--- src/sv/wlc_pkg.sv ---
`timescale 1ns / 1ps
// ----------------------------------------------------------------------------
// wlc_pkg
// Shared types and constants for the wear-levelled counter core.
// ----------------------------------------------------------------------------
package wlc_pkg;

  // operation codes carried in the input tuser field
  localparam logic [1:0] OP_READ  = 2'd0;
  localparam logic [1:0] OP_INCR  = 2'd1;
  localparam logic [1:0] OP_RESET = 2'd2;
  localparam logic [1:0] OP_SET   = 2'd3;

  // counter and register widths
  localparam int VALUE_W = 64;
  localparam int CFG_W   = 11;
  localparam int CNT_W   = 7;
  localparam logic [CNT_W-1:0] DIV_LAST = CNT_W'(VALUE_W - 1);

  // slots register value after reset
  localparam logic [CFG_W-1:0] CFG_RESET = 11'd1024;

  // controller states
  typedef enum logic [2:0] {
    ST_IDLE,
    ST_DIV,
    ST_COMMIT,
    ST_MUL,
    ST_OUT
  } state_t;

  // controller to datapath commands
  typedef struct packed {
    logic accept;      // capture the transaction and apply quick updates
    logic div_step;    // one restoring division step
    logic div_commit;  // quotient to overflow word, remainder to fill count
    logic mul_clr;     // start the shift-add product
    logic mul_step;    // one shift-add product step
    logic out_load;    // load the result register
  } cmd_t;

  // datapath to controller status
  typedef struct packed {
    logic out_free;    // result register can take a new result
  } status_t;

endpackage

--- src/sv/wlc_ctrl.sv ---
`timescale 1ns / 1ps
// ----------------------------------------------------------------------------
// wlc_ctrl
// Sequencer: accepts one operation, runs the divide steps (set only) and the
// multiply steps, then hands the result to the output register.
// ----------------------------------------------------------------------------
module wlc_ctrl #(
  parameter int NW = 11
) (
  input  logic            clk,
  input  logic            rst,
  input  logic            s_valid,
  input  logic [1:0]      opcode,
  input  wlc_pkg::status_t status,
  output logic            s_ready,
  output wlc_pkg::cmd_t   cmd
);
  import wlc_pkg::*;

  localparam logic [CNT_W-1:0] MUL_LAST = CNT_W'(NW - 1);

  state_t           state, state_next;
  logic [CNT_W-1:0] cnt, cnt_next;

  // state and step counter
  always_ff @(posedge clk) begin
    if (rst) begin
      state <= ST_IDLE;
      cnt   <= '0;
    end else begin
      state <= state_next;
      cnt   <= cnt_next;
    end
  end

  // next state and commands
  always_comb begin
    state_next = state;
    cnt_next   = cnt;
    cmd        = '0;
    s_ready    = 1'b0;
    unique case (state)
      ST_IDLE: begin
        s_ready = 1'b1;
        if (s_valid) begin
          cmd.accept = 1'b1;
          cnt_next   = '0;
          if (opcode == OP_SET) begin
            state_next = ST_DIV;
          end else begin
            cmd.mul_clr = 1'b1;
            state_next  = ST_MUL;
          end
        end
      end
      ST_DIV: begin
        cmd.div_step = 1'b1;
        cnt_next     = cnt + 1'b1;
        if (cnt == DIV_LAST) begin
          state_next = ST_COMMIT;
        end
      end
      ST_COMMIT: begin
        cmd.div_commit = 1'b1;
        cmd.mul_clr    = 1'b1;
        cnt_next       = '0;
        state_next     = ST_MUL;
      end
      ST_MUL: begin
        cmd.mul_step = 1'b1;
        cnt_next     = cnt + 1'b1;
        if (cnt == MUL_LAST) begin
          state_next = ST_OUT;
        end
      end
      ST_OUT: begin
        if (status.out_free) begin
          cmd.out_load = 1'b1;
          state_next   = ST_IDLE;
        end
      end
      default: state_next = ST_IDLE;
    endcase
  end

endmodule

--- src/sv/wlc_datapath.sv ---
`timescale 1ns / 1ps
// ----------------------------------------------------------------------------
// wlc_datapath
// Counter state (overflow word and programmed-slot fill count), slots
// register, bit-serial divider, shift-add multiplier and result register.
// ----------------------------------------------------------------------------
module wlc_datapath #(
  parameter int SLOT_COUNT = 1024,
  parameter int NW         = 11
) (
  input  logic                        clk,
  input  logic                        rst,
  input  wlc_pkg::cmd_t               cmd,
  output wlc_pkg::status_t            status,
  input  logic                        cfg_write,
  input  logic [wlc_pkg::CFG_W-1:0]   cfg_data,
  input  logic [1:0]                  opcode,
  input  logic [wlc_pkg::VALUE_W-1:0] set_value,
  output logic                        m_tvalid,
  input  logic                        m_tready,
  output logic [wlc_pkg::VALUE_W-1:0] m_tdata,
  output logic                        m_tuser
);
  import wlc_pkg::*;

  localparam int CW = (NW > CFG_W) ? NW : CFG_W;
  localparam int RW = NW + 1;

  logic [CFG_W-1:0]   slots;
  logic [CW-1:0]      slots_x;
  logic [NW-1:0]      n_act;
  logic [NW-1:0]      fill;       // programmed slots form a prefix of this length
  logic [NW-1:0]      lead;
  logic [VALUE_W-1:0] ovf;
  logic               rolled;
  logic [VALUE_W-1:0] dq;
  logic [RW-1:0]      rem;
  logic [RW-1:0]      rem_sh;
  logic               rem_ge;
  logic [VALUE_W-1:0] acc;
  logic [NW-1:0]      mulr;

  // slots register
  always_ff @(posedge clk) begin
    if (rst) begin
      slots <= CFG_RESET;
    end else if (cfg_write) begin
      slots <= cfg_data;
    end
  end

  // slots in use, clamped to one and to the slot area size
  assign slots_x = CW'(slots);
  always_comb begin
    if (slots_x == '0) begin
      n_act = NW'(1);
    end else if (slots_x > CW'(SLOT_COUNT)) begin
      n_act = NW'(SLOT_COUNT);
    end else begin
      n_act = slots_x[NW-1:0];
    end
  end

  // programmed slots counted before the first erased one
  assign lead = (fill < n_act) ? fill : n_act;

  // restoring division step
  assign rem_sh = {rem[NW-1:0], dq[VALUE_W-1]};
  assign rem_ge = rem_sh >= RW'(n_act);

  // counter state
  always_ff @(posedge clk) begin
    if (rst) begin
      ovf  <= '0;
      fill <= '0;
    end else if (cmd.accept) begin
      case (opcode)
        OP_INCR: begin
          if (fill < n_act) begin
            fill <= fill + 1'b1;
          end else begin
            ovf  <= ovf + 1'b1;
            fill <= NW'(1);
          end
        end
        OP_RESET: begin
          ovf  <= '0;
          fill <= '0;
        end
        default: ;
      endcase
    end else if (cmd.div_commit) begin
      ovf  <= dq;
      fill <= rem[NW-1:0];
    end
  end

  // roll-over flag of the current transaction
  always_ff @(posedge clk) begin
    if (cmd.accept) begin
      rolled <= (opcode == OP_INCR) && !(fill < n_act);
    end
  end

  // divider: dividend shifts out as quotient shifts in
  always_ff @(posedge clk) begin
    if (cmd.accept) begin
      dq  <= set_value;
      rem <= '0;
    end else if (cmd.div_step) begin
      dq  <= {dq[VALUE_W-2:0], rem_ge};
      rem <= rem_ge ? (rem_sh - RW'(n_act)) : rem_sh;
    end
  end

  // shift-add product of overflow word and slots in use, msb first
  always_ff @(posedge clk) begin
    if (cmd.mul_clr) begin
      acc  <= '0;
      mulr <= n_act;
    end else if (cmd.mul_step) begin
      acc  <= {acc[VALUE_W-2:0], 1'b0} + (mulr[NW-1] ? ovf : '0);
      mulr <= {mulr[NW-2:0], 1'b0};
    end
  end

  // result register
  always_ff @(posedge clk) begin
    if (rst) begin
      m_tvalid <= 1'b0;
    end else if (cmd.out_load) begin
      m_tvalid <= 1'b1;
    end else if (m_tready) begin
      m_tvalid <= 1'b0;
    end
  end

  always_ff @(posedge clk) begin
    if (cmd.out_load) begin
      m_tdata <= acc + VALUE_W'(lead);
      m_tuser <= rolled;
    end
  end

  assign status.out_free = !m_tvalid || m_tready;

endmodule

--- src/sv/wear_leveled_counter_core.sv ---
`timescale 1ns / 1ps
// ----------------------------------------------------------------------------
// wear_leveled_counter_core
// Wear-levelled unary counter: overflow word times slots in use plus the
// programmed-slot prefix, with read, increment, reset and set operations.
// ----------------------------------------------------------------------------
//  channel  dir   handshake               payload
//  s_*      in    s_tvalid / s_tready     tdata set_value, tuser opcode
//  m_*      out   m_tvalid / m_tready     tdata count_value, tuser rolled_over
//  cfg_*    in    cfg_valid / cfg_ready   cfg_data slots in use
//
//  read, increment and reset run the shift-add multiply after accept, then
//  load the result register; set first runs the bit-serial 64-bit divide.
//  one operation in flight; s_tready is high only while idle, the result
//  register holds until m_tready. synchronous reset clears the counter to
//  zero and sets the slots register to 1024; no clearing pass is needed.
// ----------------------------------------------------------------------------
module wear_leveled_counter_core #(
  parameter int SLOT_COUNT = 1024
) (
  input  logic                        clk,
  input  logic                        rst,
  input  logic                        s_tvalid,
  output logic                        s_tready,
  input  logic [wlc_pkg::VALUE_W-1:0] s_tdata,   // [63:0] set_value
  input  logic [1:0]                  s_tuser,   // [1:0] opcode
  output logic                        m_tvalid,
  input  logic                        m_tready,
  output logic [wlc_pkg::VALUE_W-1:0] m_tdata,   // [63:0] count_value
  output logic                        m_tuser,   // [0] rolled_over
  input  logic                        cfg_valid,
  output logic                        cfg_ready,
  input  logic [wlc_pkg::CFG_W-1:0]   cfg_data
);
  import wlc_pkg::*;

  localparam int NW = $clog2(SLOT_COUNT + 1);

  cmd_t    cmd;
  status_t status;

  // configuration is always taken
  assign cfg_ready = 1'b1;

  // sequencer
  wlc_ctrl #(
    .NW(NW)
  ) u_ctrl (
    .clk     (clk),
    .rst     (rst),
    .s_valid (s_tvalid),
    .opcode  (s_tuser),
    .status  (status),
    .s_ready (s_tready),
    .cmd     (cmd)
  );

  // counter state and arithmetic
  wlc_datapath #(
    .SLOT_COUNT(SLOT_COUNT),
    .NW        (NW)
  ) u_dp (
    .clk       (clk),
    .rst       (rst),
    .cmd       (cmd),
    .status    (status),
    .cfg_write (cfg_valid && cfg_ready),
    .cfg_data  (cfg_data),
    .opcode    (s_tuser),
    .set_value (s_tdata),
    .m_tvalid  (m_tvalid),
    .m_tready  (m_tready),
    .m_tdata   (m_tdata),
    .m_tuser   (m_tuser)
  );

endmodule

--- config.mk ---
export PLATFORM = sky130hd
export DESIGN_NAME = wear_leveled_counter_core
export DESIGN_NICKNAME = d
export VERILOG_FILES = /design/src/sv/wlc_pkg.sv /design/src/sv/wlc_ctrl.sv /design/src/sv/wlc_datapath.sv /design/src/sv/wear_leveled_counter_core.sv
export SDC_FILE = /design/constraint.sdc
export NUM_CORES = 1
export LEC_CHECK = 0
export ABC_CLOCK_PERIOD_IN_PS = 5500
export BUFFER_PORTS_ARGS = -buffer_cell sky130_fd_sc_hd__buf_2
export CORE_UTILIZATION = 50
export CTS_CLUSTER_SIZE = 30
export DETAILED_ROUTE_END_ITERATION = 12
export GPL_TIMING_DRIVEN = 0
export PLACE_DENSITY = 0.71
export SYNTH_ARGS = -nofsm -noshare
export SYNTH_HDL_FRONTEND = slang
export SYNTH_SLANG_ARGS = --single-unit
export TNS_END_PERCENT = 50
--- constraint.sdc ---
create_clock -name clk -period 5.5 [get_ports clk]
set_input_delay 1.1 -clock clk [delete_from_list [all_inputs] [get_ports clk]]
set_output_delay 1.1 -clock clk [all_outputs]
set_load 0.005 [all_outputs]
==> impl_metrics.env <==
export IMPL_grt_overflow_total=0
export IMPL_ir_drop_v=0.000233
export IMPL_path_max_fanout=9
export IMPL_fin_util=0.578
export IMPL_finalSetupViolCount=0
export IMPL_synth_top_cell_by_area="edfxtp_1"
export IMPL_hold_path_startpoint="u_dp.acc[63]$_SDFFE_PP0P_"
export IMPL_post_drt_wl_per_cell_um=20.3
export IMPL_grt_first_pass_wirelength_um=95700
export IMPL_async_flop_share=0
export IMPL_fp_dieArea_mm2=0.0399
export IMPL_post_drt_via_cell_ratio=5.93
export IMPL_path_class="flip-flop to flip-flop"
export IMPL_gp_congestion=0.979
export IMPL_synth_area_mm2=0.0196
export IMPL_netlist_instances=2371
export IMPL_path_clk_slew_ns=0.06
export IMPL_yosys_top_cells_area="edfxtp_1, dfxtp_1, nand2_1"
export IMPL_clock_latency_ns=0.57
export IMPL_clock_tree_buffer_depth=3
export IMPL_dp_hpwl_um=48700
export IMPL_worstSetupEndpointType="flip-flop"
export IMPL_grt_max_degree=47
export IMPL_leakagePower_uw=0.00878
export IMPL_hold_viol=0
export IMPL_synth_top_area_frac=0.217
export IMPL_pin_count=150
export IMPL_cts_root_buf="clkbuf_16"
export IMPL_clock_fmax_mhz=189
export IMPL_synth_nets=2554
export IMPL_n_fill_cell=3600
export IMPL_antenna_found_initial=0
export IMPL_maxSlewHeadroom=0.195
export IMPL_status="complete, no violations"
export IMPL_syn_area_per_cell_um2=8.25
export IMPL_die_height_um=200
export IMPL_hold_ws_ns=0.466
export IMPL_area_growth_synth_to_final_pct=14.2
export IMPL_grt_pass1_vias=16800
export IMPL_maxCapViolCount=0
export IMPL_worst_slew_pin_slew_ns=1.19
export IMPL_start_util=0.506
export IMPL_htreeDepth=2
export IMPL_core_area_mm2=0.0386
export IMPL_cp_required_ns=5.79
export IMPL_wirelength_um=63200
export IMPL_crit_path_top_delay_cell="a311o_1"
export IMPL_drive_above_1_share=0.109
export IMPL_rows=72
export IMPL_detail_route_antenna_nets=0
export IMPL_fp_dieW_um=200
export IMPL_period_needed_ns=5.28
export IMPL_cts_sinks=313
export IMPL_worstPathArrival_ns=5.58
export IMPL_crit_path_start_kind="flip-flop"
export IMPL_drcViolationCount=0
export IMPL_numCtsBuffers=35
export IMPL_fin_nets=2753
export IMPL_yosysWarnings=0
export IMPL_period_share=0.960
export IMPL_cts_tree="yes"
export IMPL_synth_commonest_cells="nand2_1, dfxtp_1, a21oi_1"
export IMPL_ys_seq_area_frac=0.393
export IMPL_slew_violations=0
export IMPL_power_density_mw_per_mm2=319
export IMPL_vias=18500
export IMPL_critPathLaunch="u_dp.slots[9]$_SDFFE_PP0P_"
export IMPL_antenna_cells=0
export IMPL_hp_class="flip-flop to flip-flop"
export IMPL_power_total_uw=7130
export IMPL_ys_ff_latch=313
export IMPL_grt_usage=0.316
export IMPL_port_buffers=148
export IMPL_synth_edf_count=141
export IMPL_synth_most_common_cell="nand2_1"
export IMPL_synth_flop_cell="dfxtp_1"
export IMPL_slowest_delay_ns=0.43
export IMPL_firstDrtPassIters=7
export IMPL_r2r_start="u_dp.slots[9]$_SDFFE_PP0P_"
export IMPL_drtIter0Drc=1760
export IMPL_clock_skew_ns=0.0327
export IMPL_ys_types=78
-- cells by family (layout without fill, tap and decap cells) --
group | after synthesis | after routing | share of synthesized area
AOI/OAI and AO/OA | 587 | 587 | 0.188
xor gates and xnor gates | 143 | 143 | 0.0640
adders and majority gates | 101 | 101 | 0.0658
buffers and inverters | 199 | 425 | 0.0397
DFF | 313 | 313 | 0.393
muxes | 30 | 30 | 0.0155
other | 1 | 1 | 0.000192
and+or+nand+nor | 997 | 997 | 0.234
-- cell usage in the layout (no fill, tap or decap), types with 96 or more instances in the layout --
master      n
xnor2_1   101
a21oi_1   166
o21ai_0   160
nor2_1    160
edfxtp_1  141
dfxtp_1   170
ha_1       96
nand2_1   478
clkbuf_1  106
buf_2     162
-- registers in the layout, indices dropped and copies added (netlist names) --
name           count
u_ctrl.cnt         7
u_ctrl.state       3
u_dp.acc          64
u_dp.dq           64
u_dp.fill         11
u_dp.m_tdata      64
u_dp.m_tuser       1
u_dp.m_tvalid      1
u_dp.mulr         11
u_dp.ovf          64
u_dp.rem          11
u_dp.rolled        1
u_dp.slots        11
-- worst max-delay path: cells and delay by family (launching register included) --
kind / cells / cell delay [ns]
compound gates: 11 / 2.03
mux: 1 / 0.38
simple gates: 7 / 1.11
xor+xnor: 1 / 0.09
flops: 1 / 0.34
buf+inv: 3 / 0.50
fa+ha+maj: 2 / 0.59
-- final timing paths --
| check | endpoint | slack [ns] | depth (start not counted) |
|---|---|---|---|
| max | u_dp.m_tdata[41]$_DFFE_PP_ | 0.22 | 25 |
| min | u_dp.acc[63]$_SDFFE_PP0P_ | 0.47 | 2 |
| max reg2reg | u_dp.m_tdata[41]$_DFFE_PP_ | 0.22 | 25 |
| min reg2reg | u_dp.acc[63]$_SDFFE_PP0P_ | 0.47 | 2 |
-- metal layers --
layer | vias to the layer above | routed length, um | track usage
met1 | 8554 | 28800 | 0.450
met2 | 859 | 27400 | 0.488
met5 | - | 0 | 0
met4 | 0 | 2260 | 0.120
li1 | 8896 | - | -
met3 | 148 | 4790 | 0.0378
-- timing repair --
| action | 4_1_cts | 5_1_grt |
|---|---|---|
| gates resized for setup | 25 | 20 |
| pin swaps | 3 | 14 |
| setup endpoints to repair | 56 | 51 |
| hold buffers | 0 | 0 |
| setup buffers | 2 | 11 |
-- per-stage QoR --
| step | area, um^2 | setup WS, ns | setup TNS (ns) | instances |
|---|---|---|---|---|
| final | 22300 | 0.218 | 0 | 3115 |
| after global routing | 22300 | -0.0145 | -0.0232 | 3115 |
| after global placement | 20900 | -1.69 | -59.02 | 3037 |
| after floorplan | 19600 | 0.153 | 0 | 2371 |
| after CTS | 22200 | 0.00408 | 0 | 3104 |
| after detailed placement | 21000 | -1.79 | -63.57 | 3039 |
-- power breakdown --
part	total [uW]	switching, uW	internal [uW]
logic	1820	1180	635
clock network	2310	998	1310
registers	3000	243	2750
total	7130	2420	4700
-- final cells by class --
type | instances | area (um^2) | area share
clock inverters | 20 | 165 | 0.00740
repair buffers | 164 | 893 | 0.0400
flip-flops and latches | 313 | 7680 | 0.344
well taps | 518 | 648 | 0.0290
inverters | 68 | 260 | 0.0117
multi-input cells | 1859 | 11200 | 0.501
plain buffers | 129 | 558 | 0.0250
clock buffers | 44 | 940 | 0.0421
Power figures use the tool's default switching activity.
